==> config.mk <==
export PLATFORM = sky130hd
export DESIGN_NAME = line_sensor_centroid
export DESIGN_NICKNAME = d
export VERILOG_FILES = /design/src/rtl/core/lsc_pkg.sv /design/src/rtl/core/line_sensor_centroid.sv /design/src/rtl/core/lsc_divider.sv /design/src/rtl/core/lsc_cal_store.sv
export VERILOG_INCLUDE_DIRS = /design/src /design/src/rtl/core
export SDC_FILE = /design/constraint.sdc
export NUM_CORES = 1
export LEC_CHECK = 0
export BUFFER_PORTS_ARGS = -buffer_cell sky130_fd_sc_hd__buf_2
export CAP_MARGIN = 30
export CELL_PAD_IN_SITES_DETAIL_PLACEMENT = 0
export CELL_PAD_IN_SITES_GLOBAL_PLACEMENT = 1
export CORE_MARGIN = 5
export CORE_UTILIZATION = 50
export DETAILED_ROUTE_END_ITERATION = 10
export HOLD_SLACK_MARGIN = 0.12
export PLACE_DENSITY_LB_ADDON = 0.1
export SLEW_MARGIN = 20
export SYNTH_ARGS = -nofsm -noshare
export SYNTH_HDL_FRONTEND = slang
export SYNTH_HIERARCHICAL = 1
export SYNTH_SLANG_ARGS = --single-unit
==> constraint.sdc <==
create_clock -name clk -period 14.2 [get_ports clk]
set_clock_uncertainty 0.2 [all_clocks]
set_input_delay 0.71 -clock clk [delete_from_list [all_inputs] [get_ports clk]]
set_output_delay 0.71 -clock clk [all_outputs]
set_load 0.05 [all_outputs]
==> src/rtl/core/line_sensor_centroid_macros.svh <==
// assertion macros shared by the line sensor rtl
`ifndef LINE_SENSOR_CENTROID_MACROS_SVH
`define LINE_SENSOR_CENTROID_MACROS_SVH
`ifndef SYNTH
`define LSC_ASSERT_IMP(lbl, clk_s, rstn_s, ante, cons) \
  lbl: assert property (@(posedge clk_s) disable iff (!rstn_s) (ante) |-> (cons)) \
    else $error("assertion failed");
`define LSC_ASSERT_NXT(lbl, clk_s, rstn_s, ante, cons) \
  lbl: assert property (@(posedge clk_s) disable iff (!rstn_s) (ante) |=> (cons)) \
    else $error("assertion failed");
`else
`define LSC_ASSERT_IMP(lbl, clk_s, rstn_s, ante, cons)
`define LSC_ASSERT_NXT(lbl, clk_s, rstn_s, ante, cons)
`endif
`endif

==> src/rtl/core/lsc_pkg.sv <==
`default_nettype none
package lsc_pkg;

  localparam int SAMPLE_FIELD_W = 10;
  localparam int POS_W          = 13;
  localparam int THR_W          = 10;
  localparam int JMIN_W         = 4;
  localparam int DARK_W         = 4;
  localparam int WEIGHT_W       = 10;
  localparam int REQ_W          = 2;
  localparam int CFG_IDX_W      = 2;
  localparam int CFG_DATA_W     = 13;
  localparam int FULL_SCALE     = 1000;

  localparam logic [REQ_W-1:0] REQ_MEASURE = 2'd0;
  localparam logic [REQ_W-1:0] REQ_CAL     = 2'd1;
  localparam logic [REQ_W-1:0] REQ_CLEAR   = 2'd2;

  localparam logic [CFG_IDX_W-1:0] CFG_MID_POS   = 2'd0;
  localparam logic [CFG_IDX_W-1:0] CFG_NOISE_THR = 2'd1;
  localparam logic [CFG_IDX_W-1:0] CFG_JUNCTION  = 2'd2;

  localparam logic [POS_W-1:0]  MID_POS_RST   = 13'd3500;
  localparam logic [THR_W-1:0]  NOISE_THR_RST = 10'd200;
  localparam logic [JMIN_W-1:0] JUNCTION_RST  = 4'd5;

  typedef enum logic [1:0] {
    CAL_NOP,
    CAL_WIDEN,
    CAL_CLEAR
  } cal_op_t;

  typedef struct packed {
    logic [REQ_W-1:0]          req_type;
    logic [SAMPLE_FIELD_W-1:0] sample_0;
    logic [SAMPLE_FIELD_W-1:0] sample_1;
    logic [SAMPLE_FIELD_W-1:0] sample_2;
    logic [SAMPLE_FIELD_W-1:0] sample_3;
    logic [SAMPLE_FIELD_W-1:0] sample_4;
    logic [SAMPLE_FIELD_W-1:0] sample_5;
    logic [SAMPLE_FIELD_W-1:0] sample_6;
    logic [SAMPLE_FIELD_W-1:0] sample_7;
    logic [POS_W-1:0]          last_position;
  } in_item_t;

  typedef struct packed {
    logic [POS_W-1:0]  position;
    logic              line_lost;
    logic              junction;
    logic [DARK_W-1:0] dark_count;
  } out_item_t;

endpackage
`default_nettype wire

==> src/rtl/core/line_sensor_centroid.sv <==
`default_nettype none
`include "line_sensor_centroid_macros.svh"
// Line sensor centroid: takes one item at a time (in_stall is high while an item
// is in work). A calibrate or clear item gives no result. Each channel of a
// measure item and, unless the line is lost, the final centroid go through one
// shared 13-step restoring divider. A finished result sits in the output
// register, so the next item is taken while it waits; calibration state and the
// config registers come up at their reset values, with no sweep.
module line_sensor_centroid #(
  parameter int NUM_CHANNELS = 8,
  parameter int SAMPLE_BITS  = 10
) (
  input  wire logic                              clk,
  input  wire logic                              rst_n,
  input  wire logic                              in_valid,
  output logic                                   in_stall,
  input  wire lsc_pkg::in_item_t                 in_data,
  output logic                                   out_valid,
  input  wire logic                              out_stall,
  output lsc_pkg::out_item_t                     out_data,
  input  wire logic                              cfg_wr_en,
  input  wire logic [lsc_pkg::CFG_IDX_W-1:0]     cfg_index,
  input  wire logic [lsc_pkg::CFG_DATA_W-1:0]    cfg_wdata
);

  localparam int SB        = SAMPLE_BITS;
  localparam int CH_W      = $clog2(NUM_CHANNELS);
  localparam int POS_W     = lsc_pkg::POS_W;
  localparam int WEIGHT_W  = lsc_pkg::WEIGHT_W;
  localparam int NUMER_W   = SB + WEIGHT_W;
  localparam int SUM_W     = $clog2(lsc_pkg::FULL_SCALE * NUM_CHANNELS + 1);
  localparam int WSUM_W    = $clog2(lsc_pkg::FULL_SCALE * lsc_pkg::FULL_SCALE *
                                    NUM_CHANNELS * (NUM_CHANNELS - 1) / 2 + 1);
  localparam int DIV_NUM_W = (NUMER_W > WSUM_W) ? NUMER_W : WSUM_W;
  localparam int DIV_DEN_W = (SB > SUM_W) ? SB : SUM_W;
  localparam int PROD_W    = WEIGHT_W + POS_W;
  localparam int DARK_W    = lsc_pkg::DARK_W;
  localparam logic [POS_W-1:0] POS_MAX =
    POS_W'((NUM_CHANNELS - 1) * lsc_pkg::FULL_SCALE);
  localparam logic [WEIGHT_W-1:0] FULL_W = WEIGHT_W'(lsc_pkg::FULL_SCALE);

  typedef enum logic [2:0] {
    S_IDLE,
    S_APPLY,
    S_CHAN,
    S_DIV,
    S_POS,
    S_PDIV,
    S_DONE
  } state_t;

  state_t                       state_r, state_nxt;
  lsc_pkg::in_item_t            item_r, item_nxt;
  logic [CH_W-1:0]              ch_r, ch_nxt;
  logic [POS_W-1:0]             cpos_r, cpos_nxt;
  logic [DARK_W-1:0]            dark_r, dark_nxt;
  logic [SUM_W-1:0]             sum_r, sum_nxt;
  logic [WSUM_W-1:0]            wsum_r, wsum_nxt;
  logic [POS_W-1:0]             pos_r, pos_nxt;
  logic                         lost_r, lost_nxt;
  logic                         out_valid_r, out_valid_nxt;
  lsc_pkg::out_item_t           out_data_r, out_data_nxt;
  logic [POS_W-1:0]             center_r, center_nxt;
  logic [lsc_pkg::THR_W-1:0]    thr_r, thr_nxt;
  logic [lsc_pkg::JMIN_W-1:0]   jmin_r, jmin_nxt;

  logic [lsc_pkg::SAMPLE_FIELD_W-1:0]      fld [8];
  logic [NUM_CHANNELS-1:0][SB-1:0]         samp;
  logic [SB-1:0]                           samp_sel;
  logic [SB-1:0]                           rd_lo, rd_hi;
  logic [SB:0]                             hi_eff, v_lo, v_cl, diff, den_full;
  logic [NUMER_W-1:0]                      numer;
  lsc_pkg::cal_op_t                        cal_op;
  logic                                    div_start, div_done;
  logic [DIV_NUM_W-1:0]                    div_num;
  logic [DIV_DEN_W-1:0]                    div_den;
  logic [POS_W-1:0]                        div_quo;
  logic [WEIGHT_W-1:0]                     weight;
  logic [PROD_W-1:0]                       prod;
  logic                                    is_dark;
  logic                                    in_acc;

  always_comb begin
    fld[0] = item_r.sample_0;
    fld[1] = item_r.sample_1;
    fld[2] = item_r.sample_2;
    fld[3] = item_r.sample_3;
    fld[4] = item_r.sample_4;
    fld[5] = item_r.sample_5;
    fld[6] = item_r.sample_6;
    fld[7] = item_r.sample_7;
  end

  for (genvar c = 0; c < NUM_CHANNELS; c++) begin : g_samp
    logic [lsc_pkg::SAMPLE_FIELD_W+SB-1:0] ext;
    assign ext     = {{SB{1'b0}}, fld[c]};
    assign samp[c] = ext[SB-1:0];
  end

  lsc_cal_store #(
    .NUM_CHANNELS (NUM_CHANNELS),
    .SAMPLE_BITS  (SAMPLE_BITS)
  ) u_cal (
    .clk     (clk),
    .rst_n   (rst_n),
    .op      (cal_op),
    .samples (samp),
    .rd_idx  (ch_r),
    .rd_lo   (rd_lo),
    .rd_hi   (rd_hi)
  );

  lsc_divider #(
    .NUM_W (DIV_NUM_W),
    .DEN_W (DIV_DEN_W),
    .QUO_W (POS_W)
  ) u_div (
    .clk   (clk),
    .rst_n (rst_n),
    .start (div_start),
    .num   (div_num),
    .den   (div_den),
    .done  (div_done),
    .quo   (div_quo)
  );

  // clamp into the calibrated range, empty range widened by one
  assign samp_sel = samp[ch_r];
  assign hi_eff   = (rd_hi <= rd_lo) ? ({1'b0, rd_lo} + (SB+1)'(1)) : {1'b0, rd_hi};
  assign v_lo     = (samp_sel < rd_lo) ? {1'b0, rd_lo} : {1'b0, samp_sel};
  assign v_cl     = (v_lo > hi_eff) ? hi_eff : v_lo;
  assign diff     = v_cl - {1'b0, rd_lo};
  assign den_full = hi_eff - {1'b0, rd_lo};
  assign numer    = NUMER_W'(diff[SB-1:0]) * NUMER_W'(lsc_pkg::FULL_SCALE);

  assign weight  = FULL_W - div_quo[WEIGHT_W-1:0];
  assign is_dark = (weight > thr_r);
  assign prod    = PROD_W'(weight) * PROD_W'(cpos_r);

  assign div_start = (state_r == S_CHAN) || ((state_r == S_POS) && (dark_r != '0));
  assign div_num   = (state_r == S_CHAN) ? DIV_NUM_W'(numer) : DIV_NUM_W'(wsum_r);
  assign div_den   = (state_r == S_CHAN) ? DIV_DEN_W'(den_full[SB-1:0]) : DIV_DEN_W'(sum_r);

  always_comb begin
    cal_op = lsc_pkg::CAL_NOP;
    if (state_r == S_APPLY) begin
      case (item_r.req_type)
        lsc_pkg::REQ_CAL:   cal_op = lsc_pkg::CAL_WIDEN;
        lsc_pkg::REQ_CLEAR: cal_op = lsc_pkg::CAL_CLEAR;
        default:            cal_op = lsc_pkg::CAL_NOP;
      endcase
    end
  end

  assign in_acc = in_valid && !in_stall;

  always_comb begin
    state_nxt     = state_r;
    item_nxt      = item_r;
    ch_nxt        = ch_r;
    cpos_nxt      = cpos_r;
    dark_nxt      = dark_r;
    sum_nxt       = sum_r;
    wsum_nxt      = wsum_r;
    pos_nxt       = pos_r;
    lost_nxt      = lost_r;
    out_valid_nxt = out_valid_r;
    out_data_nxt  = out_data_r;
    center_nxt    = center_r;
    thr_nxt       = thr_r;
    jmin_nxt      = jmin_r;

    if (cfg_wr_en) begin
      case (cfg_index)
        lsc_pkg::CFG_MID_POS:   center_nxt = cfg_wdata;
        lsc_pkg::CFG_NOISE_THR: thr_nxt    = cfg_wdata[lsc_pkg::THR_W-1:0];
        lsc_pkg::CFG_JUNCTION:  jmin_nxt   = cfg_wdata[lsc_pkg::JMIN_W-1:0];
        default: ;
      endcase
    end

    if (out_valid_r && !out_stall) out_valid_nxt = 1'b0;

    case (state_r)
      S_IDLE: begin
        if (in_acc) begin
          item_nxt = in_data;
          ch_nxt   = '0;
          cpos_nxt = '0;
          dark_nxt = '0;
          sum_nxt  = '0;
          wsum_nxt = '0;
          case (in_data.req_type)
            lsc_pkg::REQ_MEASURE: state_nxt = S_CHAN;
            lsc_pkg::REQ_CAL:     state_nxt = S_APPLY;
            lsc_pkg::REQ_CLEAR:   state_nxt = S_APPLY;
            default:              state_nxt = S_IDLE;
          endcase
        end
      end
      S_APPLY: state_nxt = S_IDLE;
      S_CHAN:  state_nxt = S_DIV;
      S_DIV: begin
        if (div_done) begin
          if (is_dark) begin
            dark_nxt = dark_r + DARK_W'(1);
            sum_nxt  = sum_r + SUM_W'(weight);
            wsum_nxt = wsum_r + WSUM_W'(prod);
          end
          cpos_nxt = cpos_r + POS_W'(lsc_pkg::FULL_SCALE);
          if (ch_r == CH_W'(NUM_CHANNELS - 1)) begin
            state_nxt = S_POS;
          end else begin
            ch_nxt    = ch_r + CH_W'(1);
            state_nxt = S_CHAN;
          end
        end
      end
      S_POS: begin
        if (dark_r == '0) begin
          lost_nxt  = 1'b1;
          pos_nxt   = (item_r.last_position < center_r) ? '0 : POS_MAX;
          state_nxt = S_DONE;
        end else begin
          lost_nxt  = 1'b0;
          state_nxt = S_PDIV;
        end
      end
      S_PDIV: begin
        if (div_done) begin
          pos_nxt   = div_quo;
          state_nxt = S_DONE;
        end
      end
      S_DONE: begin
        if (!out_valid_r || !out_stall) begin
          out_valid_nxt           = 1'b1;
          out_data_nxt.position   = pos_r;
          out_data_nxt.line_lost  = lost_r;
          out_data_nxt.junction   = (dark_r >= jmin_r);
          out_data_nxt.dark_count = dark_r;
          state_nxt               = S_IDLE;
        end
      end
      default: state_nxt = S_IDLE;
    endcase
  end

  always_ff @(posedge clk) begin
    if (!rst_n) begin
      state_r     <= S_IDLE;
      out_valid_r <= 1'b0;
      lost_r      <= 1'b0;
      center_r    <= lsc_pkg::MID_POS_RST;
      thr_r       <= lsc_pkg::NOISE_THR_RST;
      jmin_r      <= lsc_pkg::JUNCTION_RST;
    end else begin
      state_r     <= state_nxt;
      out_valid_r <= out_valid_nxt;
      lost_r      <= lost_nxt;
      center_r    <= center_nxt;
      thr_r       <= thr_nxt;
      jmin_r      <= jmin_nxt;
    end
    item_r     <= item_nxt;
    ch_r       <= ch_nxt;
    cpos_r     <= cpos_nxt;
    dark_r     <= dark_nxt;
    sum_r      <= sum_nxt;
    wsum_r     <= wsum_nxt;
    pos_r      <= pos_nxt;
    out_data_r <= out_data_nxt;
  end

  assign in_stall  = (state_r != S_IDLE);
  assign out_valid = out_valid_r;
  assign out_data  = out_data_r;

  `LSC_ASSERT_IMP(a_dark_bound, clk, rst_n, out_valid_r, out_data_r.dark_count <= DARK_W'(NUM_CHANNELS))
  `LSC_ASSERT_IMP(a_lost_iff_none, clk, rst_n, out_valid_r, out_data_r.line_lost == (out_data_r.dark_count == '0))
  `LSC_ASSERT_IMP(a_pos_bound, clk, rst_n, out_valid_r, out_data_r.position <= POS_MAX)

endmodule
`default_nettype wire

==> src/rtl/core/lsc_divider.sv <==
`default_nettype none
`include "line_sensor_centroid_macros.svh"
module lsc_divider #(
  parameter int NUM_W = 25,
  parameter int DEN_W = 13,
  parameter int QUO_W = 13
) (
  input  wire logic             clk,
  input  wire logic             rst_n,
  input  wire logic             start,
  input  wire logic [NUM_W-1:0] num,
  input  wire logic [DEN_W-1:0] den,
  output logic                  done,
  output logic [QUO_W-1:0]      quo
);

  localparam int SH_W  = DEN_W + QUO_W - 1;
  localparam int CW    = (NUM_W > SH_W) ? NUM_W : SH_W;
  localparam int CNT_W = $clog2(QUO_W);

  logic [NUM_W-1:0] rem_r, rem_nxt;
  logic [SH_W-1:0]  dsh_r, dsh_nxt;
  logic [QUO_W-1:0] quo_r, quo_nxt;
  logic [CNT_W-1:0] cnt_r, cnt_nxt;
  logic             busy_r, busy_nxt;
  logic             done_r, done_nxt;
  logic [CW:0]      trial;
  logic             ge;

  assign trial = {1'b0, CW'(rem_r)} - {1'b0, CW'(dsh_r)};
  assign ge    = ~trial[CW];

  always_comb begin
    rem_nxt  = rem_r;
    dsh_nxt  = dsh_r;
    quo_nxt  = quo_r;
    cnt_nxt  = cnt_r;
    busy_nxt = busy_r;
    done_nxt = 1'b0;
    if (start) begin
      rem_nxt  = num;
      dsh_nxt  = {den, {(QUO_W-1){1'b0}}};
      cnt_nxt  = CNT_W'(QUO_W - 1);
      busy_nxt = 1'b1;
    end else if (busy_r) begin
      // one restoring step per cycle
      rem_nxt  = ge ? trial[NUM_W-1:0] : rem_r;
      quo_nxt  = {quo_r[QUO_W-2:0], ge};
      dsh_nxt  = dsh_r >> 1;
      cnt_nxt  = cnt_r - CNT_W'(1);
      busy_nxt = (cnt_r != '0);
      done_nxt = (cnt_r == '0);
    end
  end

  always_ff @(posedge clk) begin
    if (!rst_n) begin
      busy_r <= 1'b0;
      done_r <= 1'b0;
      cnt_r  <= '0;
    end else begin
      busy_r <= busy_nxt;
      done_r <= done_nxt;
      cnt_r  <= cnt_nxt;
    end
    rem_r <= rem_nxt;
    dsh_r <= dsh_nxt;
    quo_r <= quo_nxt;
  end

  assign done = done_r;
  assign quo  = quo_r;

  `LSC_ASSERT_IMP(a_div_no_restart, clk, rst_n, start, !busy_r)
  `LSC_ASSERT_NXT(a_div_finish, clk, rst_n, busy_r && (cnt_r == '0), done_r && !busy_r)

endmodule
`default_nettype wire

==> src/rtl/core/lsc_cal_store.sv <==
`default_nettype none
module lsc_cal_store #(
  parameter int NUM_CHANNELS = 8,
  parameter int SAMPLE_BITS  = 10
) (
  input  wire logic                                    clk,
  input  wire logic                                    rst_n,
  input  wire lsc_pkg::cal_op_t                        op,
  input  wire logic [NUM_CHANNELS-1:0][SAMPLE_BITS-1:0] samples,
  input  wire logic [$clog2(NUM_CHANNELS)-1:0]         rd_idx,
  output logic [SAMPLE_BITS-1:0]                       rd_lo,
  output logic [SAMPLE_BITS-1:0]                       rd_hi
);

  logic [NUM_CHANNELS-1:0][SAMPLE_BITS-1:0] lo_r, lo_nxt;
  logic [NUM_CHANNELS-1:0][SAMPLE_BITS-1:0] hi_r, hi_nxt;

  always_comb begin
    lo_nxt = lo_r;
    hi_nxt = hi_r;
    case (op)
      lsc_pkg::CAL_WIDEN: begin
        for (int c = 0; c < NUM_CHANNELS; c++) begin
          if (samples[c] < lo_r[c]) lo_nxt[c] = samples[c];
          if (samples[c] > hi_r[c]) hi_nxt[c] = samples[c];
        end
      end
      lsc_pkg::CAL_CLEAR: begin
        lo_nxt = '1;
        hi_nxt = '0;
      end
      default: begin
        lo_nxt = lo_r;
        hi_nxt = hi_r;
      end
    endcase
  end

  always_ff @(posedge clk) begin
    if (!rst_n) begin
      lo_r <= '1;
      hi_r <= '0;
    end else begin
      lo_r <= lo_nxt;
      hi_r <= hi_nxt;
    end
  end

  assign rd_lo = lo_r[rd_idx];
  assign rd_hi = hi_r[rd_idx];

endmodule
`default_nettype wire

==> impl_metrics.xml, run 1 <==
<?xml version="1.0" encoding="UTF-8"?>
<metrics>
  <group name="status">
    <metric name="run_status" unit="">completed</metric>
  </group>
  <group name="route">
    <metric name="drt-wirelength-per-cell" unit="um">21.2</metric>
    <metric name="final_antenna_net_count" unit="">0</metric>
    <metric name="routed_via_density" unit="">5.71</metric>
    <metric name="detailroute.via_count" unit="">25000</metric>
    <metric name="drt_first_pass_iters" unit="">7</metric>
    <metric name="finalWirelength" unit="um">92600</metric>
    <metric name="drc_errors" unit="">0</metric>
    <metric name="dr.first_iter.drc_count" unit="">1608</metric>
  </group>
  <group name="yosys">
    <metric name="synth.avg_cell_area" unit="um2">9.93</metric>
    <metric name="synth_flop_cell" unit="">sky130_fd_sc_hd__edfxtp_1</metric>
    <metric name="yosys_warnings" unit="">6</metric>
    <metric name="synth_cell_types" unit="">94</metric>
    <metric name="synth_top_cells_by_area" unit="">sky130_fd_sc_hd__edfxtp_1 (21%), sky130_fd_sc_hd__ha_1 (14%), sky130_fd_sc_hd__dfxtp_1 (13%), sky130_fd_sc_hd__fa_1 (6.9%), sky130_fd_sc_hd__nand2_1 (4.9%)</metric>
    <metric name="synth_edf_count" unit="">230</metric>
    <metric name="synth_async_sr_flop_share" unit="%">0</metric>
    <metric name="synth.largest_area_cell" unit="">sky130_fd_sc_hd__edfxtp_1</metric>
    <metric name="synth.yosys.seq_area_share" unit="%">34.1</metric>
    <metric name="synthesis.instances" unit="">3284</metric>
    <metric name="synth_area" unit="um2">32600</metric>
    <metric name="ys_ff_latch" unit="">440</metric>
    <metric name="synth_top_cell_area_share" unit="%">21.2</metric>
  </group>
  <group name="timing">
    <metric name="timing.max_slew.rel_slack" unit="%">31.2</metric>
    <metric name="worstMarginPinSlew" unit="ps">1030</metric>
    <metric name="final_max_slew_viol_count" unit="">0</metric>
    <metric name="layout_worst_path_cycle_share" unit="%">82.1</metric>
    <metric name="rsz_0062_raised_after_global_routing" unit="">false</metric>
    <metric name="setup_violations" unit="">0</metric>
    <metric name="setup_total_negative_slack" unit="ps">0</metric>
    <metric name="fin_crit" unit="ps">11650</metric>
    <metric name="timing.final.hold_violations" unit="">0</metric>
    <metric name="postLayoutSetupSlackWorst" unit="ps">2550</metric>
    <metric name="fmax" unit="MHz">85.8</metric>
  </group>
  <group name="critical_path">
    <metric name="critPathKind" unit="">reg2reg</metric>
    <metric name="crit_path_frequent_cell" unit="">sky130_fd_sc_hd__ha_1</metric>
    <metric name="critical_path.top_delay_family" unit="">compound AO/OA/AOI/OAI gates</metric>
    <metric name="crit_path_max_incr_delay" unit="ps">660</metric>
    <metric name="critical_path_arrival" unit="ps">11770</metric>
    <metric name="cell_with_the_largest_stage_delay_on_the_worst_path" unit="">sky130_fd_sc_hd__buf_4</metric>
    <metric name="cp-end-kind" unit="">register</metric>
    <metric name="worstPathRequired" unit="ps">14320</metric>
    <metric name="startpoint_type" unit="">register</metric>
    <metric name="crit_path_max_fanout" unit="">52</metric>
    <metric name="critical_path.n_buffers_inverters" unit="">4</metric>
  </group>
  <group name="cells_and_area">
    <metric name="final_nets" unit="">4076</metric>
    <metric name="area_delta_synth_final" unit="%">12.9</metric>
    <metric name="post_route_cells_drive_above_1_share" unit="%">11.7</metric>
    <metric name="finalNonFillerCells" unit="">4379</metric>
    <metric name="fillCellCount" unit="">5643</metric>
    <metric name="postLayoutCellArea" unit="um2">36800</metric>
    <metric name="most_frequent_cells_in_the_layout" unit="">sky130_fd_sc_hd__nand2_1 (423), sky130_fd_sc_hd__inv_1 (421), sky130_fd_sc_hd__ha_1 (370)</metric>
    <metric name="final_common_cell" unit="">sky130_fd_sc_hd__nand2_1</metric>
  </group>
  <group name="clock_network">
    <metric name="cts_hold_repair.buffers" unit="">97</metric>
    <metric name="post-cts-setup-buffer-count" unit="">0</metric>
    <metric name="clk_root_buffer_cell" unit="">sky130_fd_sc_hd__clkbuf_16</metric>
    <metric name="clkTransAtPathRegs" unit="ps">60</metric>
    <metric name="clk_path_buf_depth" unit="">3</metric>
    <metric name="number_of_clock_sinks" unit="">440</metric>
    <metric name="depth_of_the_cts_h_tree" unit="">2</metric>
    <metric name="cts-resized-gates" unit="">0</metric>
    <metric name="clk-insertion-delay-late" unit="ps">610</metric>
    <metric name="cts_tree" unit="">done</metric>
    <metric name="cts_buffers" unit="">51</metric>
  </group>
  <group name="global_route">
    <metric name="first_global_vias" unit="">25400</metric>
    <metric name="grt_usage" unit="%">25.7</metric>
    <metric name="grt_pass1_wl" unit="um">145000</metric>
    <metric name="grt_start_max_net_pins" unit="">104</metric>
    <metric name="antenna_found_initial" unit="">1</metric>
    <metric name="grt_remaining_overflow" unit="">0</metric>
  </group>
  <group name="floorplan">
    <metric name="die_height" unit="um">265</metric>
    <metric name="design.core.area" unit="um2">64500</metric>
    <metric name="die_x" unit="um">265</metric>
    <metric name="ios" unit="">136</metric>
    <metric name="placement_rows" unit="">93</metric>
    <metric name="die_area" unit="um2">70400</metric>
    <metric name="initial_utilization" unit="%">50.6</metric>
  </group>
  <group name="placement">
    <metric name="routabilityCongestion" unit="">0.940</metric>
    <metric name="placement.io_buffers" unit="">135</metric>
    <metric name="post-dp-hpwl" unit="um">70800</metric>
    <metric name="post-place-cells" unit="">4178</metric>
    <metric name="dpl-instance-area" unit="um2">34100</metric>
    <metric name="place_worst_setup_slack" unit="ps">2370</metric>
  </group>
  <group name="hold_path">
    <metric name="worst_hold_path_type" unit="">in2reg</metric>
  </group>
  <group name="run">
    <metric name="maxCapViolations" unit="">0</metric>
  </group>
</metrics>
[stage by stage]
step,utilization (%),hold WS [ps]
floorplan,-,200
global placement,52.8,209
detailed placement,52.9,206
CTS,57.0,129
global route,57.1,147
finish,57.1,155
[final timing paths]
path | start | endpoint | slack, ps | depth (start not counted)
max reg2reg | ch_r[1]$_SDFFCE_PP0P_ | u_div/rem_r[19]$_DFFE_PP_ | 2550 | 39
min reg2reg | pos_r[9]$_DFFE_PP_ | out_data[15]$_DFFE_PP_ | 220 | 0
min | cfg_wdata[7] | center_r[7]$_SDFFE_PN1P_ | 150 | 3
max | ch_r[1]$_SDFFCE_PP0P_ | u_div/rem_r[19]$_DFFE_PP_ | 2550 | 39
[layer usage]
layer	wire [um]	vias to the layer above	part of all wire, %	global-route usage, %
met4	3630	0	3.9	9.17
met3	3500	173	3.8	2.65
li1	-	12000	-	-
met5	0	-	0	0
met2	45500	592	49	44.4
met1	40000	12200	43	33.9
[kinds of logic after synthesis]
| family | after synthesis | share of synthesized area (%) |
|---|---|---|
| simple gates | 867 | 12.3 |
| buf+inv | 552 | 6.64 |
| flops | 440 | 34.1 |
| other cells | 1 | 0.0115 |
| fa+ha+maj | 482 | 21.1 |
| mux | 203 | 8.73 |
| xor+xnor | 93 | 2.50 |
| compound gates | 646 | 14.7 |
[cell usage after synthesis, types with 8 or more instances]
library cell / instances
sky130_fd_sc_hd__nor3_1: 31
sky130_fd_sc_hd__clkbuf_1: 71
sky130_fd_sc_hd__ha_1: 370
sky130_fd_sc_hd__or2_2: 8
sky130_fd_sc_hd__o31ai_1: 25
sky130_fd_sc_hd__nor2b_1: 25
sky130_fd_sc_hd__mux2i_1: 104
sky130_fd_sc_hd__and3_1: 26
sky130_fd_sc_hd__nand3_1: 44
sky130_fd_sc_hd__mux4_2: 57
sky130_fd_sc_hd__or3_1: 34
sky130_fd_sc_hd__dfxtp_1: 210
sky130_fd_sc_hd__a21boi_0: 24
sky130_fd_sc_hd__nand2b_1: 24
sky130_fd_sc_hd__inv_1: 422
sky130_fd_sc_hd__a211o_1: 25
sky130_fd_sc_hd__o21bai_1: 8
sky130_fd_sc_hd__buf_1: 8
sky130_fd_sc_hd__a31oi_1: 8
sky130_fd_sc_hd__nor2_1: 137
sky130_fd_sc_hd__and2_1: 55
sky130_fd_sc_hd__a211oi_1: 22
sky130_fd_sc_hd__mux2_2: 38
sky130_fd_sc_hd__nor3b_1: 10
sky130_fd_sc_hd__nand2_1: 423
sky130_fd_sc_hd__o21a_1: 32
sky130_fd_sc_hd__nand4_1: 22
sky130_fd_sc_hd__o221a_1: 20
sky130_fd_sc_hd__xnor2_1: 59
sky130_fd_sc_hd__a21o_1: 40
sky130_fd_sc_hd__o21ai_0: 111
sky130_fd_sc_hd__edfxtp_1: 230
sky130_fd_sc_hd__xor2_1: 34
sky130_fd_sc_hd__buf_2: 44
sky130_fd_sc_hd__fa_1: 112
sky130_fd_sc_hd__o32a_1: 21
sky130_fd_sc_hd__o211ai_1: 103
sky130_fd_sc_hd__a21oi_1: 120
[state kept, by name (all words and copies together) (netlist names)]
name and flops:
lost_r 1, sum_r 13, jmin_r 4, center_r 13
u_div/cnt_r 4, ch_r 3, cpos_r 10, item_r 15
out_valid 1, u_div/dsh_r 25, u_div/rem_r 25, u_div/busy_r 1
dark_r 4, u_div/quo 13, fld 80, u_cal/lo_r 80
u_cal/hi_r 80, u_div/done 1, thr_r 10, pos_r 13
state_r 3, out_data 19, wsum_r 22
[worst register-to-register path, delay by kind of cell, from the launching register on]
family | cells | cell delay, ps
xor+xnor | 2 | 690
simple gates | 3 | 520
fa+ha+maj | 9 | 3170
buf+inv | 4 | 1020
flops | 1 | 590
mux | 4 | 1740
compound gates | 17 | 3450
[area by class of cell]
class	instances	area [um2]	share of cell area, %
tap	855	1070	2.91
sequential	440	11100	30.2
antenna	2	5.00	0.0136
multi-input combinational	2294	19400	52.7
clock buffer	67	1410	3.82
clock inverter	29	275	0.748
timing repair buffer	268	1960	5.31
inverter	424	1590	4.33
Power of run 1 is left out: the tool's default activity adds up to more than one toggle a clock period on the data nets, which glitch-free logic cannot reach.
==> inputs of run 2 (changes only) <==
CORE_UTILIZATION = 45   (was 50)
clock period = 9.5 ns   (was 14.2 ns; I/O delays follow)
==> impl_metrics.xml, run 2 (same netlist as run 1, synthesis figures left out) <==
<?xml version="1.0" encoding="UTF-8"?>
<metrics>
  <group name="timing">
    <metric name="timing.final.hold_violations" unit="">0</metric>
    <metric name="setup_violations" unit="">1</metric>
    <metric name="layout_worst_path_cycle_share" unit="%">100</metric>
    <metric name="final.hold.worst_slack" unit="ps">164</metric>
    <metric name="final_max_slew_viol_count" unit="">0</metric>
    <metric name="fin_crit" unit="ps">9510</metric>
    <metric name="setup_total_negative_slack" unit="ps">-5.03</metric>
    <metric name="fmax" unit="MHz">105</metric>
    <metric name="worstMarginPinSlew" unit="ps">983</metric>
    <metric name="postLayoutSetupSlackWorst" unit="ps">-5.03</metric>
    <metric name="timing.max_slew.rel_slack" unit="%">34.1</metric>
    <metric name="rsz_0062_raised_after_global_routing" unit="">true</metric>
  </group>
  <group name="hold_path">
    <metric name="hold_path_startpoint" unit="">rst_n</metric>
    <metric name="worst_hold_path_type" unit="">in2reg</metric>
  </group>
  <group name="global_route">
    <metric name="first_global_vias" unit="">27200</metric>
    <metric name="grt_remaining_overflow" unit="">0</metric>
    <metric name="grt_start_max_net_pins" unit="">80</metric>
    <metric name="grt_usage" unit="%">25.9</metric>
    <metric name="antenna_found_initial" unit="">0</metric>
    <metric name="grt_pass1_wl" unit="um">159000</metric>
  </group>
  <group name="critical_path">
    <metric name="critical_path_arrival" unit="ps">9630</metric>
    <metric name="critical_path.top_delay_family" unit="">adder cells</metric>
    <metric name="worst_r2r_startpoint" unit="">ch_r[0]$_SDFFCE_PP0P_</metric>
    <metric name="cell_with_the_largest_stage_delay_on_the_worst_path" unit="">sky130_fd_sc_hd__fa_1</metric>
    <metric name="crit_path_max_incr_delay" unit="ps">570</metric>
    <metric name="startpoint_type" unit="">register</metric>
    <metric name="crit_path_frequent_cell" unit="">sky130_fd_sc_hd__ha_4</metric>
    <metric name="rr_endpoint" unit="">u_div/rem_r[19]$_DFFE_PP_</metric>
    <metric name="cell_count_of_the_worst_reg_to_reg_path" unit="">42</metric>
    <metric name="cp-end-kind" unit="">register</metric>
    <metric name="worstPathRequired" unit="ps">9630</metric>
    <metric name="crit_start" unit="">ch_r[0]$_SDFFCE_PP0P_</metric>
    <metric name="critical_path.n_buffers_inverters" unit="">9</metric>
    <metric name="crit_path_max_fanout" unit="">6</metric>
    <metric name="path_depth" unit="">42</metric>
    <metric name="critPathCapture" unit="">u_div/rem_r[19]$_DFFE_PP_</metric>
    <metric name="reg2reg_slack" unit="ps">-5</metric>
    <metric name="critPathKind" unit="">reg2reg</metric>
  </group>
  <group name="route">
    <metric name="detailroute.via_count" unit="">26300</metric>
    <metric name="finalWirelength" unit="um">103000</metric>
    <metric name="routed_via_density" unit="">5.48</metric>
    <metric name="drc_errors" unit="">0</metric>
    <metric name="drt-wirelength-per-cell" unit="um">21.4</metric>
    <metric name="drt_first_pass_iters" unit="">5</metric>
    <metric name="final_antenna_net_count" unit="">0</metric>
    <metric name="dr.first_iter.drc_count" unit="">1548</metric>
  </group>
  <group name="floorplan">
    <metric name="die_area" unit="um2">77900</metric>
    <metric name="die_x" unit="um">279</metric>
    <metric name="ios" unit="">136</metric>
    <metric name="die_height" unit="um">279</metric>
    <metric name="initial_utilization" unit="%">45.4</metric>
    <metric name="placement_rows" unit="">98</metric>
    <metric name="design.core.area" unit="um2">71700</metric>
  </group>
  <group name="status">
    <metric name="run_status" unit="">finished, violations left</metric>
    <metric name="violations" unit="">negative setup slack</metric>
  </group>
  <group name="clock_network">
    <metric name="clkTransAtPathRegs" unit="ps">60</metric>
    <metric name="clk_root_buffer_cell" unit="">sky130_fd_sc_hd__clkbuf_16</metric>
    <metric name="depth_of_the_cts_h_tree" unit="">2</metric>
    <metric name="clk-insertion-delay-late" unit="ps">610</metric>
    <metric name="cts_tree" unit="">done</metric>
    <metric name="cts_buffers" unit="">52</metric>
    <metric name="clk_path_buf_depth" unit="">3</metric>
    <metric name="number_of_clock_sinks" unit="">440</metric>
  </group>
  <group name="placement">
    <metric name="placement.io_buffers" unit="">135</metric>
    <metric name="routabilityCongestion" unit="">0.967</metric>
    <metric name="post-dp-hpwl" unit="um">79000</metric>
    <metric name="place_worst_setup_slack" unit="ps">-617</metric>
  </group>
  <group name="cells_and_area">
    <metric name="most_frequent_cells_in_the_layout" unit="">sky130_fd_sc_hd__nand2_1 (420), sky130_fd_sc_hd__inv_1 (406), sky130_fd_sc_hd__ha_1 (343)</metric>
    <metric name="insertedDiodeCount" unit="">0</metric>
    <metric name="post_route_cells_drive_above_1_share" unit="%">21.6</metric>
    <metric name="area_delta_synth_final" unit="%">25.0</metric>
    <metric name="utilization" unit="%">56.8</metric>
    <metric name="final_nets" unit="">4409</metric>
    <metric name="final_common_cell" unit="">sky130_fd_sc_hd__nand2_1</metric>
  </group>
  <group name="run">
    <metric name="maxCapViolations" unit="">0</metric>
  </group>
</metrics>
[run 2: cell types whose count changed in the layout (fill, tap and decap cells not counted), moves of 10 or more]
cell	change
sky130_fd_sc_hd__o21ai_0	-12
sky130_fd_sc_hd__inv_2	+12
sky130_fd_sc_hd__dlygate4sd3_1	+21
sky130_fd_sc_hd__inv_1	-15
sky130_fd_sc_hd__mux2_2	-20
sky130_fd_sc_hd__buf_4	+280
sky130_fd_sc_hd__a21oi_1	-11
sky130_fd_sc_hd__mux2_4	+20
sky130_fd_sc_hd__a21oi_2	+10
sky130_fd_sc_hd__ha_4	+25
sky130_fd_sc_hd__buf_6	+13
sky130_fd_sc_hd__buf_12	+11
sky130_fd_sc_hd__ha_1	-27
[run 2: metal layers]
layer / vias up / track usage, % / part of all wire, %
met5: - / 0 / 0
met4: 0 / 10.1 / 4.4
met3: 168 / 3.29 / 4.2
met1: 12900 / 32.5 / 42
li1: 12700 / - / -
met2: 562 / 45.6 / 50
[run 2: worst min path at each step]
stage / end / slack, ps / cells after the start
floorplan: out_data[10]$_DFFE_PP_ / 200 / 0
global placement: out_data[15]$_DFFE_PP_ / 210 / 0
detailed placement: out_data[6]$_DFFE_PP_ / 210 / 0
CTS: thr_r[6]$_SDFFE_PN1P_ / 130 / 3
global route: thr_r[3]$_SDFFE_PN1P_ / 160 / 3
finish: center_r[7]$_SDFFE_PN1P_ / 160 / 3
[run 2: through the flow]
| stage | instances | instance area, um2 |
|---|---|---|
| CTS | 4788 | 40300 |
| detailed placement | 4537 | 36300 |
| global placement | 4534 | 36300 |
| global route | 4805 | 40800 |
| finish | 4805 | 40800 |
| floorplan | 3286 | 32700 |
[run 2: layout make-up]
type,count,area (um2)
clock buffers,66,1410
clock inverters,31,453
fillers,6274,31000
inverters,424,1600
multi-input cells,2294,20200
flip-flops and latches,440,11100
well taps,950,1190
repair buffers,600,4780
[run 2: worst min-delay path, cell delays in order]
cell                       delay (ps)
sky130_fd_sc_hd__buf_2            100
sky130_fd_sc_hd__buf_4            230
sky130_fd_sc_hd__o211ai_1         120
[run 2: repair_timing]
item,CTS,global route
gates resized for setup,115,63
hold buffers,118,0
endpoints found under the setup margin,10,10
cloned,6,0
hold endpoints to repair,130,0
pin swaps,51,53
buffers inserted,30,15
Power of run 2 is left out for the same reason.
==> inputs of run 3 (changes only) <==
ABC_AREA = 1   (was default)
CORE_UTILIZATION = 43   (was 45)
==> impl_metrics.xml, run 3 <==
<?xml version="1.0" encoding="UTF-8"?>
<metrics>
  <group name="floorplan">
    <metric name="design.core.area" unit="um2">77600</metric>
    <metric name="die_area" unit="um2">84200</metric>
    <metric name="die_x" unit="um">290</metric>
    <metric name="placement_rows" unit="">102</metric>
    <metric name="initial_utilization" unit="%">43.5</metric>
    <metric name="die_height" unit="um">290</metric>
    <metric name="ios" unit="">136</metric>
  </group>
  <group name="yosys">
    <metric name="synth.largest_area_cell" unit="">sky130_fd_sc_hd__edfxtp_1</metric>
    <metric name="synth_edf_count" unit="">230</metric>
    <metric name="synth_area" unit="um2">33800</metric>
    <metric name="ys_ff_latch" unit="">440</metric>
    <metric name="yosysMostFrequentCell" unit="">sky130_fd_sc_hd__nand2_1</metric>
    <metric name="synth_flop_cell" unit="">sky130_fd_sc_hd__edfxtp_1</metric>
    <metric name="synthesis.instances" unit="">4424</metric>
    <metric name="yosys-top-cells-count" unit="">sky130_fd_sc_hd__nand2_1 (974), sky130_fd_sc_hd__inv_1 (730), sky130_fd_sc_hd__ha_1 (370), sky130_fd_sc_hd__nand3_1 (329), sky130_fd_sc_hd__a21oi_1 (312)</metric>
    <metric name="synth_async_sr_flop_share" unit="%">0</metric>
    <metric name="synth_top_cells_by_area" unit="">sky130_fd_sc_hd__edfxtp_1 (20%), sky130_fd_sc_hd__ha_1 (14%), sky130_fd_sc_hd__dfxtp_1 (12%), sky130_fd_sc_hd__nand2_1 (11%), sky130_fd_sc_hd__inv_1 (8.1%)</metric>
    <metric name="synth.avg_cell_area" unit="um2">7.63</metric>
    <metric name="synth_cell_types" unit="">50</metric>
    <metric name="yosys_warnings" unit="">6</metric>
    <metric name="synth_top_cell_area_share" unit="%">20.5</metric>
    <metric name="synth.yosys.seq_area_share" unit="%">32.9</metric>
  </group>
  <group name="timing">
    <metric name="timing.max_slew.rel_slack" unit="%">34.6</metric>
    <metric name="final_max_slew_viol_count" unit="">0</metric>
    <metric name="timing.final.hold_violations" unit="">0</metric>
    <metric name="worstMarginPinSlew" unit="ps">981</metric>
    <metric name="fmax" unit="MHz">111</metric>
    <metric name="layout_worst_path_cycle_share" unit="%">95.2</metric>
    <metric name="setup_violations" unit="">0</metric>
    <metric name="fin_crit" unit="ps">9050</metric>
    <metric name="rsz_0062_raised_after_global_routing" unit="">true</metric>
  </group>
  <group name="global_route">
    <metric name="grt_pass1_wl" unit="um">170000</metric>
    <metric name="first_global_vias" unit="">29500</metric>
    <metric name="grt_usage" unit="%">25.3</metric>
    <metric name="grt_start_max_net_pins" unit="">93</metric>
    <metric name="grt_remaining_overflow" unit="">0</metric>
    <metric name="antenna_found_initial" unit="">5</metric>
  </group>
  <group name="clock_network">
    <metric name="cts_tree" unit="">done</metric>
    <metric name="cts_buffers" unit="">54</metric>
    <metric name="clk-insertion-delay-late" unit="ps">640</metric>
    <metric name="clk_root_buffer_cell" unit="">sky130_fd_sc_hd__clkbuf_16</metric>
    <metric name="clkTransAtPathRegs" unit="ps">70</metric>
    <metric name="number_of_clock_sinks" unit="">440</metric>
    <metric name="depth_of_the_cts_h_tree" unit="">2</metric>
    <metric name="clk_path_buf_depth" unit="">3</metric>
  </group>
  <group name="route">
    <metric name="drt_first_pass_iters" unit="">5</metric>
    <metric name="detailroute.via_count" unit="">30700</metric>
    <metric name="routed_via_density" unit="">5.19</metric>
    <metric name="final_antenna_net_count" unit="">0</metric>
    <metric name="drt-wirelength-per-cell" unit="um">18.9</metric>
    <metric name="drc_errors" unit="">0</metric>
    <metric name="finalWirelength" unit="um">112000</metric>
    <metric name="dr.first_iter.drc_count" unit="">2313</metric>
  </group>
  <group name="critical_path">
    <metric name="crit_path_max_fanout" unit="">15</metric>
    <metric name="cp-end-kind" unit="">register</metric>
    <metric name="critical_path_arrival" unit="ps">9200</metric>
    <metric name="cell_with_the_largest_stage_delay_on_the_worst_path" unit="">sky130_fd_sc_hd__fa_1</metric>
    <metric name="crit_path_frequent_cell" unit="">sky130_fd_sc_hd__nand2_1</metric>
    <metric name="critPathKind" unit="">reg2reg</metric>
    <metric name="startpoint_type" unit="">register</metric>
    <metric name="worstPathRequired" unit="ps">9660</metric>
    <metric name="crit_path_max_incr_delay" unit="ps">510</metric>
  </group>
  <group name="cells_and_area">
    <metric name="finalNonFillerCells" unit="">5908</metric>
    <metric name="utilization" unit="%">52.6</metric>
    <metric name="most_frequent_cells_in_the_layout" unit="">sky130_fd_sc_hd__nand2_1 (961), sky130_fd_sc_hd__inv_1 (722), sky130_fd_sc_hd__ha_1 (353)</metric>
    <metric name="final_common_cell" unit="">sky130_fd_sc_hd__nand2_1</metric>
    <metric name="final_nets" unit="">5419</metric>
    <metric name="post_route_cells_drive_above_1_share" unit="%">13.1</metric>
    <metric name="area_delta_synth_final" unit="%">21.0</metric>
  </group>
  <group name="run">
    <metric name="maxCapViolations" unit="">0</metric>
  </group>
  <group name="placement">
    <metric name="post-dp-hpwl" unit="um">84600</metric>
    <metric name="routabilityCongestion" unit="">0.944</metric>
    <metric name="placement.io_buffers" unit="">135</metric>
    <metric name="post-place-cells" unit="">5637</metric>
  </group>
  <group name="status">
    <metric name="run_status" unit="">completed</metric>
  </group>
  <group name="hold_path">
    <metric name="worst_hold_path_type" unit="">reg2reg</metric>
  </group>
</metrics>
## run 3: cell count changes after synthesis, sizes merged, moves of 51 or more
cell,previous run,this run
mux2i,104,0
o21ai,124,299
nand3b,2,63
nor2,138,295
a21oi,121,312
mux4,60,0
nand4,22,90
inv,423,741
o211ai,107,17
nand3,44,340
and2,55,4
nand2,424,993
## run 3: path summary, 6_finish.rpt
check	startpoint	end	slack, ps	depth (start not counted)
min reg2reg	pos_r[3]$_DFFE_PP_	out_data[9]$_DFFE_PP_	220	0
max	ch_r[0]$_SDFFCE_PP0P_	u_div/rem_r[18]$_DFFE_PP_	450	53
min	pos_r[3]$_DFFE_PP_	out_data[9]$_DFFE_PP_	220	0
max reg2reg	ch_r[0]$_SDFFCE_PP0P_	u_div/rem_r[18]$_DFFE_PP_	450	53
## run 3: critical path, delay by kind of cell, from the launching register on
kind	cells	cell delay (ps)
buffers and inverters	9	1260
AND/OR/NAND/NOR	20	1690
adder cells (fa/ha/maj)	8	2920
flip-flops	1	500
AO/OA/AOI/OAI	15	2040
XOR/XNOR	1	190
## run 3: timing repair
action | CTS | global route
setup endpoints to repair | 6 | 9
hold buffers | 123 | 0
buffers inserted | 0 | 40
pin swaps | 0 | 39
resized for setup | 4 | 163
endpoints found under the hold margin | 131 | 0
cloned | 0 | 4
## run 3: cells by family after synthesis
logic type	count (synthesis)	synth area share, %
buffers and inverters	905	10.4
AND/OR/NAND/NOR	1832	23.8
AO/OA/AOI/OAI	730	11.6
other	1	0.0111
flip-flops	440	32.9
adder cells (fa/ha/maj)	482	20.4
XOR/XNOR	34	0.904
## run 3: area by class of cell
class,instances,area (um2)
Fill cell,7716,36800
Multi-Input combinational cell,3081,19800
Sequential cell,440,11100
Timing Repair Buffer,498,3980
Inverter,747,2820
Clock buffer,66,1440
Tap cell,1040,1300
Clock inverter,35,404
Antenna cell,1,2.50
## run 3: stage by stage
stage / TNS (ps) / instance area (um2) / hold WS, ps / worst slack, ps
CTS: 0 / 39700 / 173 / 7.61
global route: -518 / 40800 / 229 / -115
detailed placement: -75.5 / 36600 / 205 / -60.0
global placement: -3.58 / 36600 / 203 / -3.58
finish: 0 / 40800 / 219 / 454
floorplan: 0 / 33800 / 200 / 28.4
## run 3: routing by layer
metal  GRT usage, %  up-vias  wire, um
met1           37.6    14300     53700
met3           4.51      168      7890
met5              0        -        13
met2           38.5      858     47300
li1               -    15400         -
met4           6.04        2      2760
Power of run 3 is left out for the same reason.
